### config.mk
export PLATFORM = sky130hd
export DESIGN_NAME = etg_cfg
export DESIGN_NICKNAME = d
export VERILOG_FILES = /design/src/etg_pkg.sv /design/src/etg_cfg.sv
export SDC_FILE = /design/constraint.sdc
export NUM_CORES = 1
export LEC_CHECK = 0
export BUFFER_PORTS_ARGS = -buffer_cell sky130_fd_sc_hd__buf_4
export CELL_PAD_IN_SITES_DETAIL_PLACEMENT = 1
export CELL_PAD_IN_SITES_GLOBAL_PLACEMENT = 1
export CORE_UTILIZATION = 38
export CTS_CLUSTER_DIAMETER = 40
export DETAILED_ROUTE_END_ITERATION = 8
export GPL_TIMING_DRIVEN = 0
export PLACE_DENSITY_LB_ADDON = 0.2
export SLEW_MARGIN = 15
export SYNTH_ARGS = -nofsm -noshare
export SYNTH_HDL_FRONTEND = slang
export SYNTH_SLANG_ARGS = --single-unit
### constraint.sdc
create_clock -name clk -period 1.58 [get_ports clk]
set_clock_uncertainty 0.1 [all_clocks]
set_input_delay 0.237 -clock clk [delete_from_list [all_inputs] [get_ports clk]]
set_output_delay 0.237 -clock clk [all_outputs]
set_load 0.01 [all_outputs]
### src/etg_pkg.sv
// shared types, constants and helpers for the escape-time greyscale pixel core
package etg_pkg;

  // fixed-point format and index width
  localparam int FRAC_BITS  = 28;
  localparam int INDEX_BITS = 12;

  // escape threshold 4.0 at full product width, if it fits in 63 bits
  localparam bit              CAN_ESCAPE = (2 * FRAC_BITS + 2) <= 63;
  localparam logic [64:0]     ESC_THRESH = CAN_ESCAPE ? (65'd1 << (2 * FRAC_BITS + 2)) : 65'd0;
  localparam logic [11:0]     IDX_MASK   = 12'((64'd1 << INDEX_BITS) - 64'd1);

  // 255^2 * 4, scale of the grey comparison
  localparam logic signed [31:0] GREY_RHS_K = 32'sd260100;

  // apb address width and register map
  localparam int ADDR_BITS = 5;

  typedef enum logic [2:0] {
    REG_X_ORIGIN = 3'd0,
    REG_Y_ORIGIN = 3'd1,
    REG_X_STEP   = 3'd2,
    REG_Y_STEP   = 3'd3,
    REG_LIMIT    = 3'd4
  } reg_idx_t;

  // register reset values
  localparam logic signed [31:0] RST_X_ORIGIN = -32'sd563714458;
  localparam logic signed [31:0] RST_Y_ORIGIN = -32'sd322122547;
  localparam logic [30:0]        RST_X_STEP   = 31'd1207960;
  localparam logic [30:0]        RST_Y_STEP   = 31'd1610613;
  localparam logic [15:0]        RST_LIMIT    = 16'd200;

  // payload words
  typedef struct packed {
    logic [11:0] column;
    logic [11:0] row;
  } pix_t;

  typedef struct packed {
    logic [7:0]  grey;
    logic [15:0] escape_count;
  } res_t;

  // configuration seen by the sequencer
  typedef struct packed {
    logic signed [31:0] x_origin;
    logic signed [31:0] y_origin;
    logic [30:0]        x_step;
    logic [30:0]        y_step;
    logic [15:0]        iteration_limit;
  } cfg_t;

  // operands and products of the shared multiply unit
  typedef struct packed {
    logic signed [31:0] a0;
    logic signed [31:0] b0;
    logic signed [31:0] a1;
    logic signed [31:0] b1;
    logic signed [31:0] a2;
    logic signed [31:0] b2;
  } mul_op_t;

  typedef struct packed {
    logic signed [63:0] p0;
    logic signed [63:0] p1;
    logic signed [63:0] p2;
  } mul_res_t;

  // sequencer states
  typedef enum logic [3:0] {
    ST_IDLE,
    ST_CMUL,
    ST_CADD,
    ST_ITER,
    ST_UPD,
    ST_GRHS,
    ST_GINIT,
    ST_GSQ,
    ST_GLIM,
    ST_GCMP,
    ST_DONE
  } state_t;

  // clamp a wide signed value to 32 bits
  function automatic logic signed [31:0] sat32(input logic signed [65:0] v);
    logic signed [65:0] hi;
    logic signed [65:0] lo;
    hi = 66'sd2147483647;
    lo = -66'sd2147483648;
    if (v > hi) begin
      return 32'sh7fff_ffff;
    end else if (v < lo) begin
      return 32'sh8000_0000;
    end else begin
      return v[31:0];
    end
  endfunction

endpackage

### src/etg_cfg.sv
// apb configuration registers
module etg_cfg (
  input  logic                          clk,
  input  logic                          rst,
  input  logic                          psel,
  input  logic                          penable,
  input  logic                          pwrite,
  input  logic [etg_pkg::ADDR_BITS-1:0] paddr,
  input  logic [31:0]                   pwdata,
  output logic [31:0]                   prdata,
  output logic                          pready,
  output etg_pkg::cfg_t                 cfg
);
  import etg_pkg::*;

  logic     wr_en;
  reg_idx_t idx;

  assign pready = 1'b1;
  assign wr_en  = psel && penable && pwrite;
  assign idx    = reg_idx_t'(paddr[4:2]);

  // register writes, unknown indexes ignored
  always_ff @(posedge clk) begin
    if (rst) begin
      cfg.x_origin        <= RST_X_ORIGIN;
      cfg.y_origin        <= RST_Y_ORIGIN;
      cfg.x_step          <= RST_X_STEP;
      cfg.y_step          <= RST_Y_STEP;
      cfg.iteration_limit <= RST_LIMIT;
    end else if (wr_en) begin
      unique case (idx)
        REG_X_ORIGIN: cfg.x_origin        <= pwdata;
        REG_Y_ORIGIN: cfg.y_origin        <= pwdata;
        REG_X_STEP:   cfg.x_step          <= pwdata[30:0];
        REG_Y_STEP:   cfg.y_step          <= pwdata[30:0];
        REG_LIMIT:    cfg.iteration_limit <= pwdata[15:0];
        default: ;
      endcase
    end
  end

  // read-back mux
  always_comb begin
    unique case (idx)
      REG_X_ORIGIN: prdata = cfg.x_origin;
      REG_Y_ORIGIN: prdata = cfg.y_origin;
      REG_X_STEP:   prdata = {1'b0, cfg.x_step};
      REG_Y_STEP:   prdata = {1'b0, cfg.y_step};
      REG_LIMIT:    prdata = {16'd0, cfg.iteration_limit};
      default:      prdata = 32'd0;
    endcase
  end

endmodule

==> results_dict.tcl <==
set metrics [dict create \
    core_area_um2 17200 \
    crit_required_ns 1.24 \
    wl_per_cell_um 25.4 \
    layout-area-overhead-vs-synth_pct 54.3 \
    r2r-start "cfg[108]" \
    whs_endpoint "cfg[137]" \
    number_of_cells_in_the_finished_layout_apart_from_fillers 1199 \
    utilization_of_the_core_after_routing_pct 60.0 \
    peakVddDrop_uv 837 \
    initial_utilization_pct 38.9 \
    clk_pin_slew_ns 0.06 \
    port_buffers 210 \
    synth.largest_area_cell "sky130_fd_sc_hd__dfxtp_1" \
    power-per-cell-area_nw_per_um2 884 \
    tritoncts "built" \
    ys_warn_count 0 \
    worst_hold_startpoint "pwdata[27]" \
    grt_first_pass_wirelength_mm 44.0 \
    cp-start-kind "flop" \
    post_synthesis_average_cell_area_um2 10.2 \
    design.die.area_um2 18200 \
    max_slew_headroom_pct 45.9 \
    crit_path_end_kind "primary output" \
    place_congestion 0.864 \
    synthesis.area_um2 6710 \
    largest_reg_flops 142 \
    clk_latency_ns 0.42 \
    final_layout_size_suffix_gt1_share_pct 53.1 \
    slew_violations 0 \
    vias_per_cell 5.59 \
    critPathMaxFanout 2 \
    clock_net_sink_count 142 \
    finalSetupTns_ns -6.67 \
    dp_hpwl_mm 19.5 \
    setup_viol_count_final 32 \
    final-hold-violation-count 0 \
    detail-route-antenna-nets 0 \
    p_leak_nw 4.77 \
    dpl_cell_area_um2 8630 \
    routed_wl_mm 30.5 \
    cts_root_buffer "sky130_fd_sc_hd__clkbuf_16" \
    achievable-frequency_ghz 0.527 \
    chipWidth_um 135 \
    die_y_um 135 \
    synth_top_cell_area_share_pct 42.4 \
    fin_ws_ns -0.317 \
    largest_registers "cfg (142)" \
    layout_commonest_cell "sky130_fd_sc_hd__buf_4" \
    min_period_ns 1.90 \
    cell_count_after_placement 1091 \
    worst_hold_path_depth 3 \
    timing.setup.critical_path_class "reg -> out" \
    layout.nets 1002 \
    layout.cells.most_common_list "sky130_fd_sc_hd__buf_4 (274), sky130_fd_sc_hd__mux2i_1 (138), sky130_fd_sc_hd__nand2b_1 (113)" \
    track_usage_pct 33.5 \
    violations "negative setup slack" \
    design_area_um2 10300 \
    worst_r2r_endpoint "cfg[108]" \
    min_path_type "in -> reg" \
    n_fill_cell 1851 \
    h-tree-depth 4 \
    post_synth_main_area_contributors "sky130_fd_sc_hd__dfxtp_1 (42%), sky130_fd_sc_hd__mux2i_1 (21%), sky130_fd_sc_hd__nand2b_1 (11%)" \
    worst_ep_arrival_time_ns 1.56 \
    run_status "finished with violations" \
    synth-seq-cells 142 \
    dr.pass1.iters 5 \
    maximum_number_of_pins_on_one_net_before_global_route_repair 17 \
    r2r.worst_path.cells 3 \
    detailroute.via_count 6698 \
    grt_antenna_before_repair 0 \
    synthDistinctLibCells 30 \
    post-route-drc-count 0 \
    placement_rows 48 \
    finalCritPeriodShare_pct 120 \
    drv.max_cap_violation_count 0 \
    timing.reg2reg.setup_slack_ns 0.58 \
    synth_seq_area_share_pct 42.4 \
    synth_nets 698 \
    worst-slew-pin-transition_ns 0.812 \
    grt_setup_unrepaired "yes" \
    synthCells 656 \
    first_global_vias 7286 \
    cts_made_buffers 17 \
    drt_first_iter_violations 470 \
    floorplan.io_pins 217 \
    clock_buffer_depth 2 \
    grt_remaining_overflow 0 \
    top_register "cfg" \
]
power by group:
| part | total [mW] | internal [mW] | switching [mW] |
|---|---|---|---|
| combinational | 1.06 | 0.478 | 0.580 |
| clock | 4.46 | 2.81 | 1.65 |
| sequential | 3.63 | 3.61 | 0.0236 |
| total | 9.15 | 6.89 | 2.25 |
cells by family after synthesis:
logic type | Yosys count | synth area share (%)
simple gates | 232 | 18.7
mux | 170 | 28.5
flops | 142 | 42.4
buf+inv | 59 | 4.83
compound gates | 52 | 5.54
other cells | 1 | 0.0559
per-layer routing:
layer  routed length, um  part of all wire [%]  vias to the layer above  global-route usage [%]
met5                   0                     0                        -                       0
met4                1120                   3.7                        0                    19.1
met3                2230                   7.3                       89                    7.73
met2               15000                    49                      334                    56.4
met1               12100                    40                     3390                    39.2
li1                    -                     -                     2885                       -
per-stage QoR:
step                      total power, mW  hold WS [ns]  setup WS, ns
final                                9.15       0.00814        -0.317
after global routing                 9.33        0.0158        -0.333
after CTS                            9.06       0.00332        -0.280
after detailed placement             4.60         0.385        -0.726
after global placement               4.58         0.373        -0.703
after floorplan                      4.17         0.292        0.0124
how the worst max path moves through the flow:
stage / startpoint / endpoint / slack (ns)
floorplan: paddr[2] / prdata[10] / 0.01
global route: cfg[108] / prdata[30] / -0.33
finish: cfg[108] / prdata[30] / -0.32
CTS: cfg[35] / prdata[19] / -0.28
detailed placement: paddr[4] / prdata[12] / -0.73
global placement: paddr[4] / prdata[9] / -0.70
worst max-delay path: stages, from the launching register on:
cell and delay [ns]:
sky130_fd_sc_hd__dfxtp_4 0.35, sky130_fd_sc_hd__mux4_2 0.49, sky130_fd_sc_hd__nor2b_4 0.16, sky130_fd_sc_hd__buf_6 0.14
cell type report:
| type | instances | area [um2] | area share (%) |
|---|---|---|---|
| multi-input cells | 455 | 3820 | 36.9 |
| flip-flops and latches | 142 | 2960 | 28.6 |
| repair buffers | 286 | 2200 | 21.3 |
| clock buffers | 22 | 484 | 4.68 |
| plain buffers | 57 | 434 | 4.20 |
| well taps | 225 | 282 | 2.72 |
| clock inverters | 10 | 159 | 1.54 |
| inverters | 1 | 6.26 | 0.0605 |
| diodes | 1 | 2.50 | 0.0242 |
synth_stat cells:
cell and n:
sky130_fd_sc_hd__a211o_1 4, sky130_fd_sc_hd__a21oi_1 1, sky130_fd_sc_hd__a22oi_1 30, sky130_fd_sc_hd__a31oi_1 1, sky130_fd_sc_hd__and3_1 8, sky130_fd_sc_hd__and3b_1 1
sky130_fd_sc_hd__and4b_1 1, sky130_fd_sc_hd__buf_1 2, sky130_fd_sc_hd__buf_2 23, sky130_fd_sc_hd__buf_4 9, sky130_fd_sc_hd__buf_6 5, sky130_fd_sc_hd__clkbuf_1 19
sky130_fd_sc_hd__conb_1 1, sky130_fd_sc_hd__dfxtp_1 142, sky130_fd_sc_hd__inv_4 1, sky130_fd_sc_hd__mux2_2 16, sky130_fd_sc_hd__mux2i_1 139, sky130_fd_sc_hd__mux4_2 15
sky130_fd_sc_hd__nand2_1 1, sky130_fd_sc_hd__nand2b_1 113, sky130_fd_sc_hd__nand3_1 2, sky130_fd_sc_hd__nand3_2 1, sky130_fd_sc_hd__nand4b_1 1, sky130_fd_sc_hd__nor2_1 83
sky130_fd_sc_hd__nor2b_1 16, sky130_fd_sc_hd__nor2b_2 1, sky130_fd_sc_hd__nor3_1 2, sky130_fd_sc_hd__nor3_2 1, sky130_fd_sc_hd__o22ai_1 16, sky130_fd_sc_hd__or3_1 1
repair_timing:
action                                 CTS  global route
setup endpoints to repair               41            36
hold buffers                            10             0
endpoints found under the hold margin   10             0
setup buffers                           61             5
gates resized for setup                164            29
pin swaps                               22             7
No activity file was read; power rests on OpenSTA's default activity.
