**src/etg_pkg.sv**
```systemverilog
// shared types, constants and helpers for the escape-time greyscale pixel core
package etg_pkg;

  // fixed-point format and index width
  localparam int FRAC_BITS  = 28;
  localparam int INDEX_BITS = 12;

  // escape threshold 4.0 at full product width, if it fits in 63 bits
  localparam bit              CAN_ESCAPE = (2 * FRAC_BITS + 2) <= 63;
  localparam logic [64:0]     ESC_THRESH = CAN_ESCAPE ? (65'd1 << (2 * FRAC_BITS + 2)) : 65'd0;
  localparam logic [11:0]     IDX_MASK   = 12'((64'd1 << INDEX_BITS) - 64'd1);

  // 255^2 * 4, scale of the grey comparison
  localparam logic signed [31:0] GREY_RHS_K = 32'sd260100;

  // apb address width and register map
  localparam int ADDR_BITS = 5;

  typedef enum logic [2:0] {
    REG_X_ORIGIN = 3'd0,
    REG_Y_ORIGIN = 3'd1,
    REG_X_STEP   = 3'd2,
    REG_Y_STEP   = 3'd3,
    REG_LIMIT    = 3'd4
  } reg_idx_t;

  // register reset values
  localparam logic signed [31:0] RST_X_ORIGIN = -32'sd563714458;
  localparam logic signed [31:0] RST_Y_ORIGIN = -32'sd322122547;
  localparam logic [30:0]        RST_X_STEP   = 31'd1207960;
  localparam logic [30:0]        RST_Y_STEP   = 31'd1610613;
  localparam logic [15:0]        RST_LIMIT    = 16'd200;

  // payload words
  typedef struct packed {
    logic [11:0] column;
    logic [11:0] row;
  } pix_t;

  typedef struct packed {
    logic [7:0]  grey;
    logic [15:0] escape_count;
  } res_t;

  // configuration seen by the sequencer
  typedef struct packed {
    logic signed [31:0] x_origin;
    logic signed [31:0] y_origin;
    logic [30:0]        x_step;
    logic [30:0]        y_step;
    logic [15:0]        iteration_limit;
  } cfg_t;

  // operands and products of the shared multiply unit
  typedef struct packed {
    logic signed [31:0] a0;
    logic signed [31:0] b0;
    logic signed [31:0] a1;
    logic signed [31:0] b1;
    logic signed [31:0] a2;
    logic signed [31:0] b2;
  } mul_op_t;

  typedef struct packed {
    logic signed [63:0] p0;
    logic signed [63:0] p1;
    logic signed [63:0] p2;
  } mul_res_t;

  // sequencer states
  typedef enum logic [3:0] {
    ST_IDLE,
    ST_CMUL,
    ST_CADD,
    ST_ITER,
    ST_UPD,
    ST_GRHS,
    ST_GINIT,
    ST_GSQ,
    ST_GLIM,
    ST_GCMP,
    ST_DONE
  } state_t;

  // clamp a wide signed value to 32 bits
  function automatic logic signed [31:0] sat32(input logic signed [65:0] v);
    logic signed [65:0] hi;
    logic signed [65:0] lo;
    hi = 66'sd2147483647;
    lo = -66'sd2147483648;
    if (v > hi) begin
      return 32'sh7fff_ffff;
    end else if (v < lo) begin
      return 32'sh8000_0000;
    end else begin
      return v[31:0];
    end
  endfunction

endpackage

```
**src/etg_seq.sv**
```systemverilog
// sequencer: point setup, escape iteration and grey search over the shared multipliers
module etg_seq (
  input  logic              clk,
  input  logic              rst,
  input  etg_pkg::cfg_t     cfg,
  input  etg_pkg::pix_t     pix,
  input  logic              pix_valid,
  output logic              pix_ready,
  output etg_pkg::res_t     res,
  output logic              res_valid,
  input  logic              res_ready,
  output etg_pkg::mul_op_t  mul_op,
  input  etg_pkg::mul_res_t mul_res
);
  import etg_pkg::*;

  state_t             state;
  state_t             state_next;
  logic [11:0]        col;
  logic [11:0]        row;
  logic signed [31:0] cre;
  logic signed [31:0] cim;
  logic signed [31:0] re;
  logic signed [31:0] im;
  logic [15:0]        iter;
  logic [15:0]        count;
  logic [34:0]        rhs;
  logic [7:0]         best;
  logic [2:0]         bit_idx;

  logic signed [31:0] cre_sat;
  logic signed [31:0] cim_sat;
  logic signed [63:0] rr;
  logic signed [63:0] ii;
  logic signed [63:0] ri;
  logic signed [31:0] re_upd;
  logic signed [31:0] im_upd;
  logic [64:0]        sq_sum;
  logic               escape;
  logic               at_limit;
  logic [7:0]         cand;
  logic [8:0]         k;
  logic               fits;
  logic               out_free;

  assign pix_ready = (state == ST_IDLE);
  assign out_free  = !res_valid || res_ready;

  // point forming from the index products
  assign cre_sat = sat32(66'(cfg.x_origin) + 66'(mul_res.p0));
  assign cim_sat = sat32(66'(cfg.y_origin) + 66'(mul_res.p1));

  // escape test and z update from the square products
  assign sq_sum   = {1'b0, mul_res.p0} + {1'b0, mul_res.p1};
  assign escape   = CAN_ESCAPE && (sq_sum > ESC_THRESH);
  assign rr       = mul_res.p0 >>> FRAC_BITS;
  assign ii       = mul_res.p1 >>> FRAC_BITS;
  assign ri       = mul_res.p2 >>> FRAC_BITS;
  assign re_upd   = sat32(66'(rr) - 66'(ii) + 66'(cre));
  assign im_upd   = sat32(66'(ri) + 66'(ri) + 66'(cim));
  assign at_limit = (iter == cfg.iteration_limit);

  // grey search candidate, one bit per round from the top
  assign cand = best | (8'd1 << bit_idx);
  assign k    = {cand, 1'b0} - 9'd1;
  assign fits = $unsigned(mul_res.p0) <= 64'(rhs);

  // next state and multiplier operand select
  always_comb begin
    state_next = state;
    mul_op     = '0;
    unique case (state)
      ST_IDLE: begin
        if (pix_valid) begin
          state_next = ST_CMUL;
        end
      end
      ST_CMUL: begin
        mul_op.a0  = $signed({20'd0, col});
        mul_op.b0  = $signed({1'b0, cfg.x_step});
        mul_op.a1  = $signed({20'd0, row});
        mul_op.b1  = $signed({1'b0, cfg.y_step});
        state_next = ST_CADD;
      end
      ST_CADD: begin
        state_next = ST_ITER;
      end
      ST_ITER: begin
        mul_op.a0 = re;
        mul_op.b0 = re;
        mul_op.a1 = im;
        mul_op.b1 = im;
        mul_op.a2 = re;
        mul_op.b2 = im;
        if (at_limit) begin
          state_next = ST_DONE;
        end else begin
          state_next = ST_UPD;
        end
      end
      ST_UPD: begin
        if (escape) begin
          state_next = ST_GRHS;
        end else begin
          state_next = ST_ITER;
        end
      end
      ST_GRHS: begin
        mul_op.a0  = $signed({16'd0, count});
        mul_op.b0  = GREY_RHS_K;
        state_next = ST_GINIT;
      end
      ST_GINIT: begin
        state_next = ST_GSQ;
      end
      ST_GSQ: begin
        mul_op.a0  = $signed({23'd0, k});
        mul_op.b0  = $signed({23'd0, k});
        state_next = ST_GLIM;
      end
      ST_GLIM: begin
        mul_op.a0  = mul_res.p0[31:0];
        mul_op.b0  = $signed({16'd0, cfg.iteration_limit});
        state_next = ST_GCMP;
      end
      ST_GCMP: begin
        if (bit_idx == 3'd0) begin
          state_next = ST_DONE;
        end else begin
          state_next = ST_GSQ;
        end
      end
      ST_DONE: begin
        if (out_free) begin
          state_next = ST_IDLE;
        end
      end
      default: state_next = ST_IDLE;
    endcase
  end

  // state register
  always_ff @(posedge clk) begin
    if (rst) begin
      state <= ST_IDLE;
    end else begin
      state <= state_next;
    end
  end

  // output word register
  always_ff @(posedge clk) begin
    if (rst) begin
      res_valid <= 1'b0;
    end else if (state == ST_DONE && out_free) begin
      res_valid <= 1'b1;
    end else if (res_ready) begin
      res_valid <= 1'b0;
    end
  end

  always_ff @(posedge clk) begin
    if (state == ST_DONE && out_free) begin
      res.grey         <= best;
      res.escape_count <= count;
    end
  end

  // datapath registers
  always_ff @(posedge clk) begin
    unique case (state)
      ST_IDLE: begin
        if (pix_valid) begin
          col <= pix.column & IDX_MASK;
          row <= pix.row & IDX_MASK;
        end
      end
      ST_CADD: begin
        cre  <= cre_sat;
        cim  <= cim_sat;
        re   <= cre_sat;
        im   <= cim_sat;
        iter <= 16'd0;
      end
      ST_ITER: begin
        if (at_limit) begin
          count <= iter;
          best  <= 8'd0;
        end
      end
      ST_UPD: begin
        if (escape) begin
          count <= iter;
        end else begin
          re   <= re_upd;
          im   <= im_upd;
          iter <= iter + 16'd1;
        end
      end
      ST_GINIT: begin
        rhs     <= mul_res.p0[34:0];
        best    <= 8'd0;
        bit_idx <= 3'd7;
      end
      ST_GCMP: begin
        if (fits) begin
          best <= cand;
        end
        bit_idx <= bit_idx - 3'd1;
      end
      default: ;
    endcase
  end

endmodule

```
**config.mk**
```make
export PLATFORM = sky130hd
export DESIGN_NAME = etg_seq
export DESIGN_NICKNAME = d
export VERILOG_FILES = /design/src/etg_pkg.sv /design/src/etg_seq.sv
export SDC_FILE = /design/constraint.sdc
export NUM_CORES = 1
export LEC_CHECK = 0
export BUFFER_PORTS_ARGS = -buffer_cell sky130_fd_sc_hd__buf_2
export CAP_MARGIN = 20
export CELL_PAD_IN_SITES_DETAIL_PLACEMENT = 1
export CELL_PAD_IN_SITES_GLOBAL_PLACEMENT = 2
export CORE_ASPECT_RATIO = 1.25
export CORE_UTILIZATION = 34
export DETAILED_ROUTE_END_ITERATION = 10
export PLACE_DENSITY_LB_ADDON = 0.1
export SLEW_MARGIN = 25
export SYNTH_ARGS = -nofsm -noshare
export SYNTH_HDL_FRONTEND = slang
export SYNTH_SLANG_ARGS = --single-unit
```
**constraint.sdc**
```tcl
create_clock -name clk -period 9.7 [get_ports clk]
set_input_delay 0.485 -clock clk [delete_from_list [all_inputs] [get_ports clk]]
set_output_delay 0.485 -clock clk [all_outputs]
set_load 0.02 [all_outputs]
```
==> summary.md, run 1 <==
| Metric | Value |
|---|---|
| Run status | complete, but fails checks |
| Violated checks | DRC |
| IO Port Bufs | about 550 |
| Flop pwr share | between 20% and 30% |
| Synth Area in XOR/XNOR | 5.72% |
| Total gr overflow | 0 |
| Hold path startpoint | pix[12] |
| Pre-CTS WS | between 2000 and 3000 ps |
| Vias per cell | 5.83 |
| Die Wd | 284 um |
| GPL Wtd Cong | about 0.94 |
| Slew Limit Fails | 0 |
| Worst R2R Start | cre[7]$_DFFE_PP_ |
| Cell Rows | 129 |
| Drt total wl | 160000 um |
| Cell Chain, Critical Path | buf_2 -> ha_1 -> fa_1 -> a211oi_1 -> o21bai_1 -> a221oi_1 -> nor4_1 -> or2_1 -> a31oi_1 -> o21ai_1 -> and3_1 -> a211oi_1 -> nand4_1 -> o31ai_2 -> a31o_4 -> buf_4 |
| Hold Path Depth | 1 |
| Vias in the first global route | approximately 35k |
| Setup-failing EPs final | 0 |
| Worst path bufs/invs | 2 |
| Post-synth EDFFs | 254 |
| Peak VDD IR | between 0.00015 and 0.0002 V |
| Largest family of logic cells by synthesized area | compound AO/OA/AOI/OAI gates |
| Most frequent cell on the critical path | a211oi_1 |
| Synth Area in Simple Gates | 20.4% |
| CP required | 9940 ps |
| Post-Synth Adder-Cell Area | 15.1% |
| Sw Share | about 45% |
| Total internal power | a little over 0.003 W |
| Hold WS | roughly 48 ps |
| PostCTS Resize Cnt | 0 |
| Max-cap viol count | 0 |
| Yosys cell types | 105 |
| Normalized max-slew margin | about a quarter |
| DR vias | 35.1k |
| Final net count | 5427 |
| Setup tns final | 0 ps |
| Clock network power share | about 22% |
| Clock Tree Buf Depth | 3 |
| Post-DP HPWL | around 130000 um |
| Reg2reg path depth | 17 |
| Initial core utilization | between 30% and 40% |
| Die span in y | 355 um |
| WHS Endpoint | col[0]$_DFFE_PP_ |
| DIE AREA | 0.101 sq mm |
| Mapped Area | 0.0338 sq mm |
| Initial antenna violation count | 8 |
| CTS tree | yes |
| FF+latch count, synth | 259 |
| Root cell of the clock tree | clkbuf_16 |
| Area delta synth->final | 14.0% |
| Static Leakage | 17.0 nW |
| Crit Path Class | in -> reg |
| Share of cells above drive strength 1 | 15.3% |
| PwrDens | about 140 mW/mm^2 |
| Drt first pass iters | 11 |
| Synth Instances | 4290 |
| Prevailing post-synth register cell | edfxtp_1 |
| NetSw | approximately 0.0025 W |
| RSZ-0062 raised after global routing | false |
| CTS Buf Count | 30 |
| Total power | approximately 0.0055 W |
| CP max stage cell | o31ai_2 |
| Antenna-violating nets left | 0 |
| Post-synthesis mux area share | 0.766% |
| H-tree levels | 1 |
| Critical Path Sink Type | register |
| Clk sinks | 259 |
| Finished Core Util | 39.1% |
| Worst-path maximum fanout | 48 |
| Largest net degree at the start of global routing | just under 90 |
| GRT Overall Usage | 30.6% |
| Crit path largest cell delay | between 700 and 800 ps |
| Final Worst Setup Slack | 3520 ps |
| Post-cts hold buffer count | 0 |
| Clk pin slew, worst setup/hold paths | 70 ps |
| Ys async rst share | 0% |
| Post-synthesis sequential area ratio | between 20% and 30% |
| First-pass GRT wire length | roughly 230000 um |
| CP startpoint kind | input port |
| Worst setup startpoint | mul_res[128] |
| Reg-to-reg slack, setup | between 4000 and 5000 ps |
| Combinational power share | 51.8% |
| 1st-iter DRT viols | approximately 2.2k |
| Synth Warn # | 0 |
| Final period utilization | between 60 and 70% |
| Later-pin clock latency in the skew report | roughly 620 ps |
| RR Endpoint | re[14]$_DFFE_PP_ |
| Hold crit path type | in -> reg |
| Worst EP arrival | 6410 ps |
| Final Hold Viols | 0 |
| Avg Cell Area, Syn | 7.89 sq um |
| Synth Area in Compound Gates | 28.4% |
| Tmin final | 6180 ps |
| DRC viols | 2 |
| CP top delay family | compound AO/OA/AOI/OAI gates |
| Slew @ Worst Pin | approximately 1100 ps |
| Worst Skew | 42.4 ps |
| CORE AREA | 0.0988 sq mm |
| # IOs | 580 |
| Mapped Nets | 5035 |
| Postcts setup bufs | 0 |
| WL/cell | between 20 and 30 um |
| Maximum clock rate | 162 MHz |
==> power groups by stage <==
stage / Combinational, W / Sequential (W) / Clock, W
floorplan: 0.00185 / 0.00144 / 0
global placement: 0.00279 / 0.00146 / 0
detailed placement: 0.00280 / 0.00147 / 0
CTS: 0.00282 / 0.00144 / 0.00123
global route: 0.00308 / 0.00145 / 0.00126
finish: 0.00284 / 0.00144 / 0.00121
==> sequential cells by signal, summed over array words and instances, names as in the netlist <==
signal	flops
iter	16
count	16
res	24
re	32
res_valid	1
col	12
rhs	35
bit_idx	3
im	32
row	12
cim	32
best	8
state	4
cre	32
==> kinds of logic after synthesis <==
group                      Yosys count
AOI/OAI and AO/OA                 1483
and+or+nand+nor                   1364
buffers and inverters              555
adders and majority gates          383
DFF                                259
xor gates and xnor gates           221
muxes                               25
==> final cells by class <==
| type | count | area, sq um |
|---|---|---|
| Inverter | 331 | 1240 |
| Fill cell | 12300 | 60200 |
| Clock buffer | 46 | 861 |
| Sequential cell | 259 | 7730 |
| Antenna cell | 5 | 12.5 |
| Tap cell | 1310 | 1640 |
| Clock inverter | 10 | 155 |
| Multi-Input combinational cell | 3476 | 23900 |
| Timing Repair Buffer | 584 | 3030 |
==> stage by stage <==
stage	std cells	instance area (sq um)
6_report	6021	38600
5_1_grt	6017	38600
4_1_cts	6015	38500
3_5_place_dp	5959	37500
3_3_place_gp	5959	37500
2_1_floorplan	4290	33800
==> routing by layer <==
metal / vias up / track usage, % / part of all wire, %
li1: 16600 / - / -
met1: 17400 / 39.4 / 44
met2: 887 / 53.8 / 49
met3: 155 / 2.08 / 3.7
met4: 0 / 10.2 / 3.6
met5: - / 0 / 0
==> layout by cell type, fill, tap and decap left out, drive strengths merged, types with 51 or more instances in the layout <==
| cell | n |
|---|---|
| xnor2 | 134 |
| xor2 | 87 |
| nand4 | 135 |
| nor3 | 86 |
| o21ai | 289 |
| nand2b | 68 |
| nor4 | 65 |
| nor2b | 51 |
| inv | 332 |
| buf | 584 |
| nand3 | 107 |
| a31oi | 64 |
| nor2 | 282 |
| o21a | 83 |
| nand2 | 356 |
| a21oi | 458 |
| a21o | 155 |
| ha | 343 |
| and2 | 87 |
| a211oi | 56 |
| edfxtp | 254 |
==> cells in the mapped netlist (all sizes together), types with 9 or more instances <==
cell type / number / area (sq um)
nor4: 65 / 434
ha: 343 / 4290
a21boi: 20 / 150
mux2i: 18 / 180
nand2: 356 / 1340
nand2b: 68 / 425
nor3: 86 / 460
o21bai: 47 / 353
nor2b: 51 / 319
o211ai: 43 / 323
or3: 23 / 149
or2: 17 / 106
a22oi: 17 / 128
fa: 40 / 801
a31o: 9 / 78.8
buf: 98 / 593
o21a: 83 / 623
o221ai: 12 / 105
o311ai: 14 / 123
o31ai: 36 / 275
clkbuf: 126 / 478
and4: 14 / 123
o31a: 10 / 87.6
a21o: 155 / 1160
a2111oi: 12 / 111
and2: 87 / 544
a221o: 18 / 180
a21oi: 458 / 2310
nand4: 135 / 857
inv: 331 / 1240
edfxtp: 254 / 7630
a211oi: 56 / 435
a221oi: 13 / 126
a31oi: 64 / 407
and3: 26 / 164
a211o: 21 / 184
a32oi: 10 / 87.6
nand3: 107 / 536
or4: 11 / 82.6
o2111ai: 14 / 123
nor2: 282 / 1060
a22o: 22 / 193
xor2: 87 / 762
o21ai: 289 / 1450
xnor2: 134 / 1170
==> worst max-delay path by stage <==
stage / to / slack [ps] / cells after the start
floorplan: im[0]$_DFFE_PP_ / 2680 / 4
global placement: re[19]$_DFFE_PP_ / 3060 / 16
detailed placement: re[19]$_DFFE_PP_ / 2940 / 16
CTS: re[16]$_DFFE_PP_ / 3590 / 16
global route: re[16]$_DFFE_PP_ / 3180 / 16
finish: re[17]$_DFFE_PP_ / 3520 / 16
(Power assumes the default switching activity.)
==> run 2, diff against run 1 <==
- ABC_AREA: unset -> 1
- CORE_UTILIZATION: 34 -> 31
- clock period: 9.7 -> 6.3 ns (I/O delays scaled with it)
==> run 2 against run 1 <==
The flow now finishes without violations. Critical path depth up 6. First-iteration DRC count up 6.8%. Synthesized area up 6.7%. Combinational power up 120%. Clock skew down 14 ps. Sequential power up 75%. Cell count up 32%. Critical path type unchanged. Non-clock buffer count up 27. Power up 95%. Register-to-register slack worse by 2500 ps. Global-route usage up 1.8 points.
==> summary.md, run 2 <==
| Metric | Value |
|---|---|
| Clock Tree Buf Depth | 3 (unchanged) |
| Largest register by flop count | rhs |
| Register Area | 0.00773 sq mm (unchanged) |
| Multi-input logic area | 0.0242 sq mm (+1.1%) |
| DIE AREA | 0.118 sq mm (+17%) |
| Critical Path Sink Type | register |
| Mapped Area | 0.0361 sq mm (+6.7%) |
| WL/cell | 24.7 um (-6.9%) |
| Max-cap viol count | 0 (unchanged) |
| GPL Wtd Cong | 1.00 (+5.9%) |
| CORE AREA | 0.115 sq mm (+17%) |
| Slew @ Worst Pin | 1030 ps (-70.8 ps) |
| Synth Area in Simple Gates | 35.5% (+15 points) |
| Commonest non-fill, non-tap cell in the layout | nand2_1 |
| Cell Chain, Critical Path | buf_2 -> ha_1 -> nand2_1 -> inv_1 -> a21oi_1 -> nand3_1 -> nand2_1 -> nand2_1 -> nand2_1 -> nand3_1 -> nor2_1 -> nand2_1 -> nor2_1 -> nand3_1 -> nor3_1 -> nand4_1 -> nand2_1 -> nand2_1 -> nand2_1 -> nand2_1 -> clkinv_2 -> buf_12 |
| Combinational power share | 58.4% (+6.6 points) |
| 1st-iter DRT viols | 2310 (+6.8%) |
| Synth Instances | 5823 (+36%) |
| PostCTS Resize Cnt | 0 (unchanged) |
| Pre-CTS WS | 1170 ps (-1770 ps) |
| Normalized max-slew margin | 30.9% (+5.2 points) |
| Crit Path Class | in -> reg |
| Synth Area in XOR/XNOR | 3.91% (-1.8 points) |
| Root cell of the clock tree | clkbuf_16 |
| Share of cells above drive strength 1 | 12.1% (-3.2 points) |
| Top-count cell post-synth | nand2_1 |
| Initial core utilization | 31.4% (-2.9 points) |
| Hold crit path type | in -> reg |
| Mapped Nets | 6568 (+30%) |
| DRC viols | 0 (-2) |
| Run status | finished clean |
| Most frequent cell on the critical path | nand2_1 |
| Synth top area share | 21.1% (-1.4 points) |
| Clk sinks | 259 (unchanged) |
| Post-cts hold buffer count | 24 (+24) |
| Max reg flops | 35 (unchanged) |
| Vias in the first global route | 40.5k (+15%) |
| Later-pin clock latency in the skew report | 610 ps (about the same) |
| PwrDens | 255 mW/mm^2 (+79%) |
| Maximum clock rate | 222 MHz |
| Post-Synth Adder-Cell Area | 14.1% (-0.95 points) |
| Area delta synth->final | 16.1% |
| Worst EP arrival | 4790 ps (-1620 ps) |
| # IOs | 580 (unchanged) |
| Final Hold Viols | 0 (unchanged) |
| Synth Warn # | 0 (unchanged) |
| Flop pwr share | 23.6% (-2.7 points) |
| RSZ-0062 raised after global routing | false |
| Final net count | 7119 (+31%) |
| Die span in y | 384 um (+8.1%) |
| Post-DP HPWL | 173000 um (+28%) |
| GRT Overall Usage | 32.3% (+1.8 points) |
| Highest-count cells in the layout ignoring fill and taps | nand2_1 (1812), inv_1 (963), nor2_1 (679), buf_2 (551), a21oi_1 (405) |
| Post-synthesis mux area share | 0% (-0.77 points) |
| CP startpoint kind | input port |
| Post-synthesis sequential area ratio | 21.4% (-1.4 points) |
| Final Worst Setup Slack | 1790 ps (-1730 ps) |
| Post-synth EDFFs | 254 (unchanged) |
| CP max stage cell | clkinv_2 |
| Antenna-violating nets left | 0 (unchanged) |
| CTS Buf Count | 29 (-3.3%) |
| Largest net degree at the start of global routing | 92 (+5.7%) |
| Area leader, netlist | edfxtp_1 |
| CTS tree | yes |
| Fillcell total | 15.5k (+25%) |
| Largest family of logic cells by synthesized area | simple AND/OR/NAND/NOR gates |
| CP required | 6590 ps (-3350 ps) |
| Tmin final | 4510 ps |
| Final period utilization | 71.5% |
| Sw Share | 50.9% (+6.0 points) |
| Total gr overflow | 0 (unchanged) |
| Crit path largest cell delay | 420 ps (-370 ps) |
| IO Port Bufs | 551 (unchanged) |
| FF+latch count, synth | 259 (unchanged) |
| Clock network power share | 18.0% (-4.0 points) |
| Drt total wl | 197000 um (+23%) |
| Static Leakage | 21.3 nW (+25%) |
| Initial antenna violation count | 14 (+6) |
| Finished Core Util | 36.4% (-2.6 points) |
| H-tree levels | 1 (unchanged) |
| DP Area | 0.0406 sq mm (+8.2%) |
| Cell Rows | 139 (+7.8%) |
| Die Wd | 307 um (+8.1%) |
| Vias per cell | 5.07 (-13%) |
| Ys async rst share | 0% (unchanged) |
| Drt first pass iters | 5 (-6) |
| Peak VDD IR | 0.000224 V (+48%) |
| Total internal power | 0.00524 W (+73%) |
| NetSw | 0.00543 W (+120%) |
| Yosys cell types | 61 (-42%) |
| Postcts setup bufs | 0 (unchanged) |
| Avg Cell Area, Syn | 6.20 sq um (-21%) |
| Synth top area cells | edfxtp_1 (21%), nand2_1 (19%), ha_1 (12%) |
| Commonest cells post-synth | nand2_1 (1813), inv_1 (965), nor2_1 (685) |
| Prevailing post-synth register cell | edfxtp_1 |
| Clk pin slew, worst setup/hold paths | 60 ps (about the same) |
| Slew Limit Fails | 0 (unchanged) |
| Finished Cell Area | 0.0419 sq mm (+8.7%) |
| Worst Skew | 28.0 ps (-14.4 ps) |
| Setup tns final | 0 ps (unchanged) |
| Synth Area in Compound Gates | 13.3% (-15 points) |
| Setup-failing EPs final | 0 (unchanged) |
| Worst-path maximum fanout | 32 (-33%) |
| DR vias | 40.3k (+15%) |
| First-pass GRT wire length | 277000 um (+18%) |
-- run 2: cells by family (layout without fill, tap and decap cells) --
group / after synthesis / after routing
AOI/OAI and AO/OA: 872 / 872
other: 0 / 7
DFF: 259 / 259
and+or+nand+nor: 3075 / 3075
xor gates and xnor gates: 161 / 161
buffers and inverters: 1073 / 1647
adders and majority gates: 383 / 383
-- run 2: stage by stage --
step | cells | power, W | hold WS (ps)
final | 7955 | 0.0107 | 49.3
after global routing | 7949 | 0.0113 | 25.6
after CTS | 7948 | 0.0107 | 33.2
after detailed placement | 7870 | 0.00874 | 445
after global placement | 7870 | 0.00868 | 441
after floorplan | 5823 | 0.00640 | 384
-- run 2: worst max-delay path, delay by kind of cell --
family	cells	cell delay [ps]
AND/OR/NAND/NOR	16	2790
adder cells (fa/ha/maj)	1	350
buffers and inverters	4	1030
AO/OA/AOI/OAI	1	270
-- run 2: power by group through the flow --
stage               clock network, W  registers, W  logic, W
floorplan                          0       0.00246   0.00394
global placement                   0       0.00255   0.00614
detailed placement                 0       0.00255   0.00619
CTS                          0.00195       0.00252   0.00623
global route                 0.00200       0.00254   0.00681
finish                       0.00192       0.00252   0.00624
-- run 2: layer usage --
metal	GRT usage (%)	share of wire, %	up-vias
li1	-	-	19700
met1	38.3	41	19300
met2	57.9	49	1002
met3	3.51	4.2	266
met4	15.3	5.5	10
met5	0	0.037	-
-- run 2: path summary, 6_finish.rpt --
kind                    startpoint           endpoint  slack, ps  cells past startpoint
min reg2reg  best[6]$_SDFFCE_PN0P_  res[22]$_DFFE_PP_        460                      0
min                   mul_res[128]   rhs[0]$_DFFE_PP_         50                      1
max                   mul_res[137]   im[15]$_DFFE_PP_       1790                     22
max reg2reg       cre[6]$_DFFE_PP_    re[9]$_DFFE_PP_       1800                     21
-- run 2: area by class of cell --
cell class	instances	share of cell area, %
Timing Repair Buffer	611	7.89
Clock buffer	35	1.86
Antenna cell	7	0.0418
Inverter	982	8.80
Multi-Input combinational cell	4491	57.7
Clock inverter	19	0.642
Sequential cell	259	18.4
Tap cell	1551	4.63
